$ cat src/hdl/cdn_pkg.sv
// Shared types, constants and calendar functions for the calendar date normaliser.
// Used by cdn_step and calendar_date_normalizer; depends on nothing else.
package cdn_pkg;

    localparam int DAY_W   = 23;
    localparam int MONTH_W = 17;
    localparam int YEAR_W  = 18;
    localparam int YMOD_W  = 9;
    localparam int RED_W   = 18;
    localparam int STEP_W  = 4;

    localparam logic [2:0] OP_NORM    = 3'd0;
    localparam logic [2:0] OP_ADD     = 3'd1;
    localparam logic [2:0] OP_SUB     = 3'd2;
    localparam logic [2:0] OP_ADD_CNT = 3'd3;
    localparam logic [2:0] OP_SUB_CNT = 3'd4;

    localparam logic [YMOD_W-1:0] YMOD_LAST = 9'd399;
    localparam logic [RED_W-1:0]  RED_BASE  = 18'd400;
    localparam logic [RED_W:0]    YEAR_BIAS = 19'd65600;
    localparam logic [STEP_W-1:0] RED_STEPS = 4'd8;

    typedef enum logic [6:0] {
        ST_IDLE = 7'b0000001,
        ST_MOD  = 7'b0000010,
        ST_MHI  = 7'b0000100,
        ST_MLO  = 7'b0001000,
        ST_DHI  = 7'b0010000,
        ST_DLO  = 7'b0100000,
        ST_FIN  = 7'b1000000
    } state_t;

    typedef struct packed {
        logic signed [DAY_W-1:0]   d;
        logic signed [MONTH_W-1:0] m;
        logic signed [YEAR_W-1:0]  y;
        logic [YMOD_W-1:0]         ymod;
        logic [RED_W-1:0]          r;
        logic [STEP_W-1:0]         k;
    } dp_t;

    function automatic logic is_leap(input logic [YMOD_W-1:0] ymod);
        logic by4;
        by4 = (ymod[1:0] == 2'b00);
        return (ymod == '0) ||
               (by4 && (ymod != 9'd100) && (ymod != 9'd200) && (ymod != 9'd300));
    endfunction

    function automatic logic [4:0] month_days(input logic [3:0] mon, input logic leap);
        logic [4:0] len;
        case (mon) inside
            4'd4, 4'd6, 4'd9, 4'd11: len = 5'd30;
            4'd2:                    len = leap ? 5'd29 : 5'd28;
            default:                 len = 5'd31;
        endcase
        return len;
    endfunction

    function automatic logic [8:0] year_days(input logic leap);
        return leap ? 9'd366 : 9'd365;
    endfunction

endpackage

$ cat src/hdl/calendar_date_normalizer.sv
// Calendar date normaliser: forms a raw date and normalises it one step per cycle.
// It reduces the year residue, wraps the month up or down by twelve months, then runs
// the day carry by month or year steps; one word is in work at a time.
// Reset (rst_n, asynchronous, active low) empties the block; the data registers are not reset.
// Depends on cdn_pkg and cdn_step.
module calendar_date_normalizer
(
    input  logic         clk,
    input  logic         rst_n,
    input  logic         s_tvalid,
    output logic         s_tready,
    input  logic [127:0] s_tdata,  // a_day, a_month, a_year, b_day, b_month, b_year, day_count
    input  logic [2:0]   s_tuser,  // operation
    output logic         m_tvalid,
    input  logic         m_tready,
    output logic [31:0]  m_tdata,  // out_day, out_month, out_year, a_after_b
    output logic         m_tuser   // year_saturated
);

    cdn_pkg::state_t state_reg;
    cdn_pkg::state_t state_next;
    cdn_pkg::dp_t    dp_reg;
    cdn_pkg::dp_t    dp_next;
    cdn_pkg::dp_t    step_nxt;
    logic            step_done;
    logic            after_reg;
    logic            out_valid_reg;
    logic [4:0]      out_day_reg;
    logic [3:0]      out_month_reg;
    logic [15:0]     out_year_reg;
    logic            out_after_reg;
    logic            out_sat_reg;

    logic signed [20:0] a_day;
    logic signed [15:0] a_month;
    logic signed [15:0] a_year;
    logic signed [20:0] b_day;
    logic signed [15:0] b_month;
    logic signed [15:0] b_year;
    logic signed [20:0] day_count;
    logic [2:0]         operation;

    logic signed [21:0] dc_ext;
    logic signed [21:0] cnt_abs;
    logic signed [cdn_pkg::DAY_W-1:0]   ad_ext;
    logic signed [cdn_pkg::DAY_W-1:0]   bd_ext;
    logic signed [cdn_pkg::DAY_W-1:0]   cnt_ext;
    logic signed [cdn_pkg::MONTH_W-1:0] am_ext;
    logic signed [cdn_pkg::MONTH_W-1:0] bm_ext;
    logic signed [cdn_pkg::YEAR_W-1:0]  ay_ext;
    logic signed [cdn_pkg::YEAR_W-1:0]  by_ext;
    logic signed [cdn_pkg::DAY_W-1:0]   d_raw;
    logic signed [cdn_pkg::MONTH_W-1:0] m_raw;
    logic signed [cdn_pkg::YEAR_W-1:0]  y_raw;
    logic [cdn_pkg::RED_W:0]            y_biased;
    logic                               after_raw;
    logic                               accept;
    logic                               out_free;
    logic                               y_small;
    logic                               y_big;

    assign a_day     = s_tdata[20:0];
    assign a_month   = s_tdata[36:21];
    assign a_year    = s_tdata[52:37];
    assign b_day     = s_tdata[73:53];
    assign b_month   = s_tdata[89:74];
    assign b_year    = s_tdata[105:90];
    assign day_count = s_tdata[126:106];
    assign operation = s_tuser;

    assign dc_ext  = {day_count[20], day_count};
    assign cnt_abs = dc_ext[21] ? -dc_ext : dc_ext;
    assign ad_ext  = {{2{a_day[20]}}, a_day};
    assign bd_ext  = {{2{b_day[20]}}, b_day};
    assign cnt_ext = {1'b0, cnt_abs};
    assign am_ext  = {a_month[15], a_month};
    assign bm_ext  = {b_month[15], b_month};
    assign ay_ext  = {{2{a_year[15]}}, a_year};
    assign by_ext  = {{2{b_year[15]}}, b_year};

    always_comb
    begin
        d_raw = ad_ext;
        m_raw = am_ext;
        y_raw = ay_ext;
        unique case (operation)
            cdn_pkg::OP_ADD:
            begin
                d_raw = ad_ext + bd_ext;
                m_raw = am_ext + bm_ext;
                y_raw = ay_ext + by_ext;
            end
            cdn_pkg::OP_SUB:
            begin
                d_raw = ad_ext - bd_ext;
                m_raw = am_ext - bm_ext;
                y_raw = ay_ext - by_ext;
            end
            cdn_pkg::OP_ADD_CNT:
            begin
                d_raw = ad_ext + cnt_ext;
            end
            cdn_pkg::OP_SUB_CNT:
            begin
                d_raw = ad_ext - cnt_ext;
            end
            default:
            begin
                d_raw = ad_ext;
            end
        endcase
    end

    assign y_biased = {y_raw[cdn_pkg::YEAR_W-1], y_raw} + cdn_pkg::YEAR_BIAS;

    always_comb
    begin
        if (a_year != b_year)
        begin
            after_raw = (a_year > b_year);
        end
        else if (a_month != b_month)
        begin
            after_raw = (a_month > b_month);
        end
        else
        begin
            after_raw = (a_day > b_day);
        end
    end

    cdn_step u_step
    (
        .phase (state_reg),
        .cur   (dp_reg),
        .nxt   (step_nxt),
        .done  (step_done)
    );

    assign s_tready = (state_reg == cdn_pkg::ST_IDLE);
    assign accept   = s_tvalid && s_tready;
    assign out_free = !out_valid_reg || m_tready;
    assign y_small  = (dp_reg.y < 18'sd1);
    assign y_big    = (dp_reg.y > 18'sd65535);

    always_comb
    begin
        state_next = state_reg;
        dp_next    = step_nxt;
        unique case (state_reg)
            cdn_pkg::ST_IDLE:
            begin
                dp_next = dp_reg;
                if (accept)
                begin
                    dp_next.d    = d_raw;
                    dp_next.m    = m_raw;
                    dp_next.y    = y_raw;
                    dp_next.ymod = '0;
                    dp_next.r    = y_biased[cdn_pkg::RED_W-1:0];
                    dp_next.k    = cdn_pkg::RED_STEPS;
                    state_next   = cdn_pkg::ST_MOD;
                end
            end
            cdn_pkg::ST_MOD:
            begin
                if (step_done)
                begin
                    state_next = cdn_pkg::ST_MHI;
                end
            end
            cdn_pkg::ST_MHI:
            begin
                if (step_done)
                begin
                    state_next = cdn_pkg::ST_MLO;
                end
            end
            cdn_pkg::ST_MLO:
            begin
                if (step_done)
                begin
                    state_next = cdn_pkg::ST_DHI;
                end
            end
            cdn_pkg::ST_DHI:
            begin
                if (step_done)
                begin
                    state_next = cdn_pkg::ST_DLO;
                end
            end
            cdn_pkg::ST_DLO:
            begin
                if (step_done)
                begin
                    state_next = cdn_pkg::ST_FIN;
                end
            end
            cdn_pkg::ST_FIN:
            begin
                dp_next = dp_reg;
                if (out_free)
                begin
                    state_next = cdn_pkg::ST_IDLE;
                end
            end
            default:
            begin
                dp_next    = dp_reg;
                state_next = cdn_pkg::ST_IDLE;
            end
        endcase
    end

    always_ff @(posedge clk or negedge rst_n)
    begin
        if (!rst_n)
        begin
            state_reg     <= cdn_pkg::ST_IDLE;
            out_valid_reg <= 1'b0;
        end
        else
        begin
            state_reg <= state_next;
            if ((state_reg == cdn_pkg::ST_FIN) && out_free)
            begin
                out_valid_reg <= 1'b1;
            end
            else if (m_tready)
            begin
                out_valid_reg <= 1'b0;
            end
        end
    end

    always_ff @(posedge clk)
    begin
        dp_reg <= dp_next;
        if (accept)
        begin
            after_reg <= after_raw;
        end
        if ((state_reg == cdn_pkg::ST_FIN) && out_free)
        begin
            out_day_reg   <= dp_reg.d[4:0];
            out_month_reg <= dp_reg.m[3:0];
            out_after_reg <= after_reg;
            out_sat_reg   <= y_big;
            if (y_small)
            begin
                out_year_reg <= 16'd1;
            end
            else if (y_big)
            begin
                out_year_reg <= 16'hFFFF;
            end
            else
            begin
                out_year_reg <= dp_reg.y[15:0];
            end
        end
    end

    assign m_tvalid = out_valid_reg;
    assign m_tdata  = {6'd0, out_after_reg, out_year_reg, out_month_reg, out_day_reg};
    assign m_tuser  = out_sat_reg;

    // The sequencer always starts a word with the year reduction.
    a_accept_starts_mod: assert property (@(posedge clk) disable iff (!rst_n)
        accept |=> (state_reg == cdn_pkg::ST_MOD))
        else $error("accepted word did not start the year reduction");

    // Once the day carry runs, the month has been brought into range.
    a_month_in_range: assert property (@(posedge clk) disable iff (!rst_n)
        ((state_reg == cdn_pkg::ST_DHI) || (state_reg == cdn_pkg::ST_DLO)) |->
        ((dp_reg.m >= 17'sd1) && (dp_reg.m <= 17'sd12)))
        else $error("month out of range during day carry");

    // The tracked year residue stays below four hundred after reduction.
    a_residue_in_range: assert property (@(posedge clk) disable iff (!rst_n)
        ((state_reg == cdn_pkg::ST_MHI) || (state_reg == cdn_pkg::ST_DHI) ||
         (state_reg == cdn_pkg::ST_DLO)) |-> (dp_reg.ymod < 9'd400))
        else $error("year residue out of range");

    // A delivered word carries a valid day and month.
    a_output_date_valid: assert property (@(posedge clk) disable iff (!rst_n)
        m_tvalid |-> ((out_day_reg != 5'd0) && (out_month_reg != 4'd0) &&
                      (out_month_reg <= 4'd12)))
        else $error("output date out of range");

endmodule

$ cat src/hdl/cdn_step.sv
// Shared step unit: one compare and adjust of the working date per cycle.
// Depends on cdn_pkg; driven by the sequencer in calendar_date_normalizer.
module cdn_step
(
    input  cdn_pkg::state_t phase,
    input  cdn_pkg::dp_t    cur,
    output cdn_pkg::dp_t    nxt,
    output logic            done
);

    logic [cdn_pkg::YMOD_W-1:0]        ymod_inc;
    logic [cdn_pkg::YMOD_W-1:0]        pymod;
    logic signed [cdn_pkg::YEAR_W-1:0] y_inc;
    logic signed [cdn_pkg::YEAR_W-1:0] py;
    logic                              y_low;
    logic                              leap_cur;
    logic                              leap_py;
    logic [3:0]                        mon;
    logic [4:0]                        dim;
    logic [4:0]                        prev_dim;
    logic signed [cdn_pkg::DAY_W-1:0]  d_dim;
    logic signed [cdn_pkg::DAY_W-1:0]  d_prev;
    logic signed [cdn_pkg::DAY_W-1:0]  d_ylen;
    logic signed [cdn_pkg::DAY_W-1:0]  d_ylen_py;
    logic signed [cdn_pkg::DAY_W-1:0]  d_back_year;
    logic [cdn_pkg::RED_W:0]           red_sub;
    logic                              red_borrow;

    assign ymod_inc  = (cur.ymod == cdn_pkg::YMOD_LAST) ? '0 : cur.ymod + 9'd1;
    assign y_inc     = cur.y + 18'sd1;
    assign y_low     = (cur.y < 18'sd2);
    assign py        = y_low ? 18'sd1 : cur.y - 18'sd1;
    assign pymod     = y_low ? 9'd1 :
                       ((cur.ymod == '0) ? cdn_pkg::YMOD_LAST : cur.ymod - 9'd1);
    assign leap_cur  = cdn_pkg::is_leap(cur.ymod);
    assign leap_py   = cdn_pkg::is_leap(pymod);
    assign mon       = cur.m[3:0];
    assign dim       = cdn_pkg::month_days(mon, leap_cur);
    assign prev_dim  = cdn_pkg::month_days(mon - 4'd1, leap_cur);
    assign d_dim     = {18'd0, dim};
    assign d_prev    = {18'd0, prev_dim};
    assign d_ylen    = {14'd0, cdn_pkg::year_days(leap_cur)};
    assign d_ylen_py = {14'd0, cdn_pkg::year_days(leap_py)};
    assign d_back_year = cur.d + d_ylen_py;

    assign red_sub    = {1'b0, cur.r} - {1'b0, cdn_pkg::RED_BASE << cur.k};
    assign red_borrow = red_sub[cdn_pkg::RED_W];

    always_comb
    begin
        nxt  = cur;
        done = 1'b0;
        unique case (phase)
            cdn_pkg::ST_MOD:
            begin
                if (!red_borrow)
                begin
                    nxt.r = red_sub[cdn_pkg::RED_W-1:0];
                end
                if (cur.k == '0)
                begin
                    done     = 1'b1;
                    nxt.ymod = red_borrow ? cur.r[cdn_pkg::YMOD_W-1:0]
                                          : red_sub[cdn_pkg::YMOD_W-1:0];
                end
                else
                begin
                    nxt.k = cur.k - 4'd1;
                end
            end
            cdn_pkg::ST_MHI:
            begin
                if (cur.m > 17'sd12)
                begin
                    nxt.m    = cur.m - 17'sd12;
                    nxt.y    = y_inc;
                    nxt.ymod = ymod_inc;
                end
                else
                begin
                    done = 1'b1;
                end
            end
            cdn_pkg::ST_MLO:
            begin
                if (cur.m < 17'sd1)
                begin
                    nxt.m    = cur.m + 17'sd12;
                    nxt.y    = py;
                    nxt.ymod = pymod;
                end
                else
                begin
                    done = 1'b1;
                end
            end
            cdn_pkg::ST_DHI:
            begin
                if (cur.d > d_dim)
                begin
                    if ((mon == 4'd1) && (cur.d > d_ylen))
                    begin
                        nxt.d    = cur.d - d_ylen;
                        nxt.y    = y_inc;
                        nxt.ymod = ymod_inc;
                    end
                    else
                    begin
                        nxt.d = cur.d - d_dim;
                        if (mon == 4'd12)
                        begin
                            nxt.m    = 17'sd1;
                            nxt.y    = y_inc;
                            nxt.ymod = ymod_inc;
                        end
                        else
                        begin
                            nxt.m = cur.m + 17'sd1;
                        end
                    end
                end
                else
                begin
                    done = 1'b1;
                end
            end
            cdn_pkg::ST_DLO:
            begin
                if (cur.d <= 23'sd0)
                begin
                    if ((mon == 4'd1) && (d_back_year <= 23'sd0))
                    begin
                        nxt.d    = d_back_year;
                        nxt.y    = py;
                        nxt.ymod = pymod;
                    end
                    else if (mon == 4'd1)
                    begin
                        nxt.m    = 17'sd12;
                        nxt.y    = py;
                        nxt.ymod = pymod;
                        nxt.d    = cur.d + 23'sd31;
                    end
                    else
                    begin
                        nxt.m = cur.m - 17'sd1;
                        nxt.d = cur.d + d_prev;
                    end
                end
                else
                begin
                    done = 1'b1;
                end
            end
            default:
            begin
                done = 1'b0;
            end
        endcase
    end

endmodule
$ cat config.mk
export PLATFORM = sky130hd
export DESIGN_NAME = calendar_date_normalizer
export DESIGN_NICKNAME = d
export VERILOG_FILES = /design/src/hdl/cdn_pkg.sv /design/src/hdl/calendar_date_normalizer.sv /design/src/hdl/cdn_step.sv
export SDC_FILE = /design/constraint.sdc
export NUM_CORES = 1
export LEC_CHECK = 0
export CORE_MARGIN = 3
export CORE_UTILIZATION = 29
export CTS_CLUSTER_DIAMETER = 60
export DETAILED_ROUTE_END_ITERATION = 7
export DONT_BUFFER_PORTS = 1
export PLACE_DENSITY = 0.54
export RECOVER_POWER = 100
export SYNTH_ARGS = -nofsm -noshare
export SYNTH_HDL_FRONTEND = slang
export SYNTH_SLANG_ARGS = --single-unit
$ cat constraint.sdc
create_clock -name clk -period 7.5 [get_ports clk]
set_input_delay 0.375 -clock clk [delete_from_list [all_inputs] [get_ports clk]]
set_output_delay 0.375 -clock clk [all_outputs]
set_load 0.02 [all_outputs]
==> flow_summary.yaml, run 1 <==
cells_and_area:
  fin_nets: 2741
  stdcell_count: 3287
  final_cell_mix: "nor2_1 (251), a21oi_1 (197), nand2_1 (195)"
  diodes: 0
  layout_commonest_cell: "nor2_1"
  stdcell_area_um2: 20200
  drive_above_1_share: 0.0378
  n_fill_cell: 6991
  syn2layout_area_growth_pct: 6.14
  largest_reg_flops: 89
drt:
  via_per_inst: 5.91
  routedWlPerCell_um: 20.4
  remaining_drc_errors: 0
  drt-total-wl_mm: 67.2
  num_vias: 19400
  dr.first_iter.drc_count: 1651
  ant_nets: 0
  dr.pass1.iters: 7
place:
  gp_congestion: 0.894
  hpwlAfterDp_mm: 52.1
  pre_cts_slack_ns: 0.929
  dp_cells: 3254
  io_buffers: 0
  post_dp_cell_area_um2: 19700
cts:
  htree_levels: 4
  cts_inserted_buffers: 17
  clockBufferDepth: 2
  clk_latency_ns: 0.44
  cts_sinks: 125
  clkTransAtPathRegs_ns: 0.06
  cts-root-buf: "clkbuf_16"
  cts_tree: "yes"
  post_cts_buffers: 0
synthesis:
  ys_seq_area_frac: 0.195
  synth-main-ff-cell: "edfxtp_1"
  ys_warn_count: 0
  synthArstFlopShare: 0.0640
  yosys.area.top_type: "edfxtp_1"
  ys_types: 91
  syn_avg_cell_area_um2: 7.51
  ys_top_cells_by_area: "edfxtp_1 (18%), ha_1 (12%), a21oi_1 (5.2%)"
  yosys.area.top_type_share: 0.184
  synth_cells: 2535
  synth_edf_count: 117
  netlist_area_um2: 19000
  ys_seq_elements: 125
die:
  start_util: 0.294
  pin_count: 170
  fp-row-count: 93
  die-area_um2: 68800
  core_area_um2: 64700
  die_w_um: 262
  fp.dieH_um: 262
power:
  peakVddDrop_uv: 141
  power_density_nw_per_um2: 248
  finalPower_uw: 5020
  power_leakage_uw: 0.00758
setup_path:
  end_kind: "register"
  r2r_setup_slack_ns: 0.75
  cp.required_ns: 7.56
  worstPathArrival_ns: 6.81
  path_max_fanout: 17
  worstSetupPathType: "register to register"
  start_kind: "register"
status:
  outcome: "finished with violations"
  violations: "max-capacitance violations, max-slew violations"
timing:
  rsz0062_at_grt: "false"
  relSlewSlack: -0.869
  min_period_ns: 6.75
  finalWorstSetupSlack_ns: 0.749
  tightest_slew_ns: 2.78
  setup_viol: 0
  report.final.hold_viol_count: 0
  finClkSkew_ns: 0.00953
  fin_crit_sh: 0.900
  finalSetupTns_ns: 0
  fmax_ghz: 0.148
  final_max_slew_viol_count: 234
global_route:
  grt.overflow.total: 0
  grt_usage: 0.186
  antenna_found_initial: 2
  grt_pass1_vias: 18600
  grt_first_pass_wirelength_mm: 105
  grt_max_degree: 52
flow_run:
  cap_viol_max_count: 8
min_path:
  hold_class: "input pin to register"
==> kinds of logic (layout without fill, tap and decap cells) <==
group / after synthesis / after routing / synth area share
AO/OA/AOI/OAI: 864 / 864 / 0.308
XOR/XNOR: 143 / 143 / 0.0658
adder cells (fa/ha/maj): 187 / 187 / 0.127
buffers and inverters: 309 / 201 / 0.0633
flip-flops: 125 / 125 / 0.195
multiplexers: 22 / 22 / 0.0125
other: 1 / 6 / 0.000197
AND/OR/NAND/NOR: 884 / 884 / 0.228
==> worst paths after layout <==
check	startpoint	to	depth (start not counted)
max in group asynchronous	rst_n	state_reg[0]	1
min in group asynchronous	rst_n	state_reg[3]	1
max reg2reg	dp_reg[26]	dp_reg[71]	23
min reg2reg	after_reg	out_after_reg	0
max	dp_reg[26]	dp_reg[71]	23
min	s_tvalid	state_reg[1]	2
==> stage by stage <==
step                      hold WS (ns)  utilization
after CTS                        0.157        0.314
after global placement          0.0797        0.305
final                            0.164        0.312
after floorplan                 0.0794            -
after detailed placement        0.0797        0.305
after global routing             0.153        0.312
==> routing by layer <==
layer / share of wire / GRT usage / up-vias
met3: 0.074 / 0.0338 / 94
met4: 0.023 / 0.0494 / 0
met5: 0 / 0 / -
met1: 0.45 / 0.251 / 9323
met2: 0.46 / 0.305 / 718
li1: - / - / 9287
==> report_power, final <==
part | total [uW] | switching, uW | leakage (uW) | internal (uW)
Clock | 858 | 363 | 0.000279 | 495
Combinational | 2640 | 1640 | 0.00611 | 1010
Sequential | 1520 | 416 | 0.00120 | 1100
==> cell type report <==
type,count,area (um^2),share of cell area
inverters,144,541,0.0267
multi-input cells,2106,14200,0.700
repair buffers,25,150,0.00743
clock inverters,14,160,0.00792
well taps,855,1070,0.0529
clock buffers,18,429,0.0212
flip-flops and latches,125,3710,0.184
==> synthesized netlist by cell type (all sizes together) (35+ instances only) <==
cell type,count
inv,142
xor2,60
a21o,35
buf,41
a31oi,35
a21oi,197
nand2b,38
o22ai,36
edfxtp,117
clkbuf,124
nand3,73
xnor2,83
nor2,252
o31ai,37
nand2,195
o21ai,165
ha,176
nand4,35
nor3,82
o21a,38
==> critical path, stage by stage (launching register included) <==
cell	delay [ns]
edfxtp_1	0.53
or3_1	0.46
or4_1	0.47
nor3b_1	0.23
buf_4	0.18
nand3b_1	0.17
nand2_1	0.06
mux2_2	0.25
nor3_1	0.15
o21ai_0	0.15
nand4_1	0.23
ha_1	0.26
inv_1	0.07
fa_1	0.44
nor3b_1	0.24
o21ai_0	0.32
a211oi_1	0.15
a2111oi_0	0.72
a21oi_1	0.27
buf_4	0.29
mux2i_1	0.14
o21ai_0	0.24
xor2_1	0.21
a22oi_1	0.12
==> repair_timing <==
| action | CTS | global route |
|---|---|---|
| endpoints found under the setup margin | 0 | 0 |
| endpoints found under the hold margin | 8 | 0 |
| gates resized for setup | 0 | 0 |
| hold buffers | 1 | 0 |
No activity file was read; power rests on OpenSTA's default activity.
==> run 2: changes to the inputs <==
CORE_UTILIZATION = 55   (was 29)
PLACE_DENSITY = 0.81   (was 0.54)
SLEW_MARGIN = 20   (was unset)
==> run 2 against run 1 <==
The flow still finishes with violations (max-capacitance violations, max-slew violations). Sequential share of layout area grew 0.41 points. Count of clock-buffer cells in the layout grew 2. Critical path depth shrank 2. Largest power group unchanged. Critical path type unchanged. Critical endpoint is now dp_reg[72].
==> flow_summary.yaml, run 2 (synthesized netlist as in run 1, its figures left out) <==
status:
  outcome: "finished with violations"
  violations: "max-capacitance violations, max-slew violations"
drt:
  dr.pass1.iters: 8
  routedWlPerCell_um: 21.3
  drt-total-wl_mm: 61.4
  num_vias: 20000
  remaining_drc_errors: 0
  ant_nets: 0
  via_per_inst: 6.96
  dr.first_iter.drc_count: 2781
timing:
  finClkSkew_ns: 0.0187
  relSlewSlack: -0.670
  finalSetupTns_ns: 0
  min_period_ns: 6.88
  worst_hold_slack_ns: 0.169
  setup_viol: 0
  fmax_ghz: 0.145
  rsz0062_at_grt: "false"
  finalWorstSetupSlack_ns: 0.622
  tightest_slew_ns: 2.51
  fin_crit_sh: 0.917
  final_max_slew_viol_count: 93
  report.final.hold_viol_count: 0
place:
  gp_congestion: 1.02
  hpwlAfterDp_mm: 46.5
  pre_cts_slack_ns: 0.824
  dp_cells: 2845
  post_dp_cell_area_um2: 19200
  io_buffers: 0
setup_path:
  worstPathArrival_ns: 7.05
  cp_slowest_cell: "a2111oi_0"
  slowest_delay_ns: 0.72
  cp_common_cell: "a21oi_1"
  cp.required_ns: 7.67
  start_kind: "register"
  path_max_fanout: 17
  crit_chain: "or3_1 > or4_1 > nor3b_1 > nand3b_1 > nand2_1 > mux2_2 > nor3_1 > o21ai_0 > and4_1 > ha_1 > a21oi_1 > a31oi_1 > o41ai_1 > nor2_1 > a2111oi_0 > a21oi_1 > buf_4 > a211o_1 > a31oi_1 > xnor2_1 > a21oi_1"
  worstSetupPathType: "register to register"
  end_kind: "register"
die:
  die-area_um2: 36900
  die_w_um: 192
  fp.dieH_um: 192
  core_area_um2: 33900
  fp-row-count: 67
  start_util: 0.562
  pin_count: 170
global_route:
  grt_pass1_vias: 18800
  grt_max_degree: 54
  antenna_found_initial: 0
  grt.overflow.total: 0
  grt_first_pass_wirelength_mm: 97.5
  grt_usage: 0.324
power:
  power.share.combinational: 0.523
  power_leakage_uw: 0.00762
  swShare: 0.470
  seqPwrFrac: 0.296
  peakVddDrop_uv: 204
  power_density_nw_per_um2: 257
  p_int_uw: 2690
  clockPowerShare: 0.181
  p_switching_uw: 2390
cts:
  clockBufferDepth: 2
  cts_tree: "yes"
  cts-root-buf: "clkbuf_16"
  hold_buffers: 1
  post_cts_buffers: 0
  cts_inserted_buffers: 17
  postCtsResizedCells: 0
  clkTransAtPathRegs_ns: 0.06
  clk_latency_ns: 0.45
  htree_levels: 4
  cts_sinks: 125
cells_and_area:
  stdcell_count: 2879
  drive_above_1_share: 0.0395
  syn2layout_area_growth_pct: 3.83
  layout_commonest_cell: "nor2_1"
  fin_nets: 2740
  final_cell_mix: "nor2_1 (250), a21oi_1 (197), nand2_1 (195)"
  diodes: 0
  stdcell_area_um2: 19800
  largest_reg_flops: 89
min_path:
  hold_class: "input pin to register"
flow_run:
  cap_viol_max_count: 3
==> run 2: through the flow <==
| step | util | power (uW) |
|---|---|---|
| 6_report | 0.584 | 5080 |
| 5_1_grt | 0.584 | 5410 |
| 4_1_cts | 0.586 | 5010 |
| 3_5_place_dp | 0.566 | 4070 |
| 3_3_place_gp | 0.566 | 3980 |
| 2_1_floorplan | - | 3390 |
==> run 2: final timing paths <==
path                            slack, ns            end  startpoint  cells past startpoint
min in group asynchronous            0.29   state_reg[3]       rst_n                      1
max in group asynchronous            6.90   state_reg[0]       rst_n                      1
worst min register to register       0.42  out_after_reg   after_reg                      0
worst max-delay path                 0.62     dp_reg[72]  dp_reg[26]                     21
worst min-delay path                 0.17   state_reg[1]    s_tvalid                      2
worst max register to register       0.62     dp_reg[72]  dp_reg[26]                     21
==> run 2: cell type report <==
class | count | area (um^2)
Multi-Input combinational cell | 2106 | 14200
Fill cell | 3120 | 14100
Sequential cell | 125 | 3710
Tap cell | 448 | 561
Inverter | 144 | 541
Clock buffer | 20 | 457
Clock inverter | 12 | 184
Timing Repair Buffer | 24 | 158
==> run 2: metal layers <==
metal / vias to the layer above / GRT usage / part of all wire
li1: 9268 / - / -
met2: 1186 / 0.512 / 0.44
met5: - / 0 / 0
met4: 0 / 0.105 / 0.027
met1: 9444 / 0.439 / 0.42
met3: 139 / 0.0737 / 0.11
==> run 2: worst max-delay path, delay by kind of cell (launching register included) <==
kind	cells	cell delay, ns
AOI/OAI and AO/OA	9	2.71
and+or+nand+nor	8	2.34
DFF	1	0.54
adders and majority gates	1	0.31
buffers and inverters	1	0.29
muxes	1	0.25
xor gates and xnor gates	1	0.16
==> run 2: power groups by stage <==
| stage | logic [uW] | registers [uW] | clock network [uW] |
|---|---|---|---|
| 2_1_floorplan | 2160 | 1220 | 0 |
| 3_3_place_gp | 2510 | 1470 | 0 |
| 3_5_place_dp | 2580 | 1490 | 0 |
| 4_1_cts | 2610 | 1480 | 921 |
| 5_1_grt | 2930 | 1540 | 946 |
| 6_report | 2660 | 1500 | 918 |
==> run 3: changes to the inputs <==
CELL_PAD_IN_SITES_DETAIL_PLACEMENT = 1   (was unset)
CELL_PAD_IN_SITES_GLOBAL_PLACEMENT = 1   (was unset)
CORE_UTILIZATION = 49   (was 55)
PLACE_DENSITY = 0.94   (was 0.81)
==> run 3 against run 2 <==
The flow still finishes with violations (max-capacitance violations, max-slew violations). Wire length increased by 18%. Count of clock-buffer cells in the layout shrank 3. Worst hold slack worse by 0.0058 ns. First-iteration DRC count decreased by 23%. Combinational power rose by 6%. Critical path type unchanged. Global-route usage increased by 1.4 points. Sequential share of layout area barely moved. Sequential power rose by 3%. Worst setup slack worse by 0.10 ns. Fmax down 1.5%.
==> flow_summary.yaml, run 3 (synthesized netlist as in run 1, its figures left out) <==
status:
  outcome: "finished with violations"
  violations: "max-capacitance violations, max-slew violations"
setup_path:
  path_depth: 21
  r2r_setup_slack_ns: 0.52
  cp.required_ns: 7.56
  path_max_fanout: 17
  slowest_delay_ns: 0.72
  crit_chain: "or3_1 > or4_1 > nor3b_2 > nand3b_1 > nand2_1 > mux2_2 > nor3_1 > o21ai_0 > and4_1 > ha_1 > a21oi_1 > a31oi_1 > o41ai_1 > nor2_1 > a2111oi_0 > a21oi_1 > buf_4 > mux2i_1 > o21ai_0 > o31a_1 > o221ai_1"
  end_kind: "register"
  cpLargestDelayFamily: "compound AO/OA/AOI/OAI gates"
  ff2ff_path_depth: 21
  worstPathBufferInverterCount: 1
  worstPathArrival_ns: 7.04
  cp_slowest_cell: "a2111oi_0"
  r2r-end: "dp_reg[76]"
  reg2reg_from: "dp_reg[26]"
  start_kind: "register"
  worstSetupPathType: "register to register"
timing:
  fin_crit_sh: 0.931
  tightest_slew_ns: 3.53
  fmax_ghz: 0.143
  relSlewSlack: -1.38
  rsz0062_at_grt: "false"
  finClkSkew_ns: 0.0182
  min_period_ns: 6.98
  final_max_slew_viol_count: 94
  report.final.hold_viol_count: 0
  setup_viol: 0
  finalSetupTns_ns: 0
drt:
  wl_met2_mm: 34.0
  num_vias: 20700
  ant_nets: 0
  dr.first_iter.drc_count: 2132
  drt-total-wl_mm: 72.5
  routedWlPerCell_um: 24.7
  remaining_drc_errors: 0
  met3WireLength_mm: 6.34
  dr.pass1.iters: 7
  top_layer_used: "met4"
  drt-met1-wl_mm: 28.9
  via_per_inst: 7.03
power:
  power_density_nw_per_um2: 263
  peakVddDrop_uv: 199
  power_leakage_uw: 0.00758
flow_run:
  cap_viol_max_count: 2
cells_and_area:
  fin_nets: 2737
  drive_above_1_share: 0.0404
  layout_commonest_cell: "nor2_1"
  largest_reg_flops: 89
  syn2layout_area_growth_pct: 3.87
  diodes: 0
  stdcell_count: 2939
  final_cell_mix: "nor2_1 (249), a21oi_1 (197), nand2_1 (195)"
global_route:
  grt.overflow.total: 0
  grt_first_pass_wirelength_mm: 115
  grt_usage: 0.338
  grt_pass1_vias: 21300
  grt_max_degree: 68
  antenna_found_initial: 0
place:
  dp_cells: 2906
  gp_congestion: 0.967
  io_buffers: 0
  hpwlAfterDp_mm: 54.1
cts:
  cts_inserted_buffers: 17
  cts-root-buf: "clkbuf_16"
  clkTransAtPathRegs_ns: 0.07
  post_cts_buffers: 0
  htree_levels: 4
  cts_sinks: 125
  clk_latency_ns: 0.45
  clockBufferDepth: 2
  cts_tree: "yes"
die:
  fp.dieH_um: 203
  pin_count: 170
  core_area_um2: 38000
  die_w_um: 203
  start_util: 0.501
  fp-row-count: 71
  die-area_um2: 41300
min_path:
  hold_path_depth: 2
  hold_class: "input pin to register"
  holdCritStartpoint: "m_tready"
  worstHoldEndpoint: "m_tvalid"
-- run 3: cell count changes in the layout (fill, tap and decap cells not counted), moves of 2 or more --
cell,change
inv_8,+6
buf_4,-4
bufinv_16,-4
clkbuf_8,-2
inv_6,+2
-- run 3: worst max path at each step --
| stage | from | end | slack, ns |
|---|---|---|---|
| floorplan | dp_reg[26] | dp_reg[51] | 1.35 |
| global placement | dp_reg[26] | dp_reg[85] | 0.91 |
| detailed placement | dp_reg[26] | dp_reg[76] | 0.75 |
| CTS | dp_reg[26] | dp_reg[72] | 0.55 |
| global route | dp_reg[26] | dp_reg[76] | 0.15 |
| finish | dp_reg[26] | dp_reg[76] | 0.52 |
-- run 3: layout make-up --
class                           count  area [um^2]
Sequential cell                   125         3710
Inverter                          144          541
Multi-Input combinational cell   2106        14200
Clock inverter                     15          143
Clock buffer                       17          425
Fill cell                        4795        18200
Timing Repair Buffer               21          131
Tap cell                          511          639
-- run 3: routing by layer --
metal  global-route usage  vias up
met5                    0        -
met4                0.137        0
met3               0.0632      267
met2                0.574     1124
met1                0.423    10000
li1                     -     9238
-- run 3: timing repair --
action | CTS | global route
resized for setup | 0 | 1
endpoints found under the hold margin | 8 | 0
hold buffers | 1 | 0
endpoints found under the setup margin | 0 | 2
-- run 3: where the power goes --
group	internal [uW]	total, uW	switching, uW	leakage [uW]
sequential	1100	1540	436	0.00120
clock	441	832	391	0.000273
combinational	1020	2830	1810	0.00611
-- run 3: per-stage QoR --
stage / area [um^2] / total power (uW) / hold slack (ns) / utilization / setup WS, ns
6_report: 19800 / 5200 / 0.163 / 0.520 / 0.521
5_1_grt: 19800 / 5500 / 0.181 / 0.520 / 0.146
4_1_cts: 19800 / 5100 / 0.159 / 0.521 / 0.555
3_5_place_dp: 19200 / 4200 / 0.0797 / 0.506 / 0.754
3_3_place_gp: 19200 / 4000 / 0.0797 / 0.506 / 0.915
2_1_floorplan: 19100 / 3390 / 0.0794 / - / 1.35
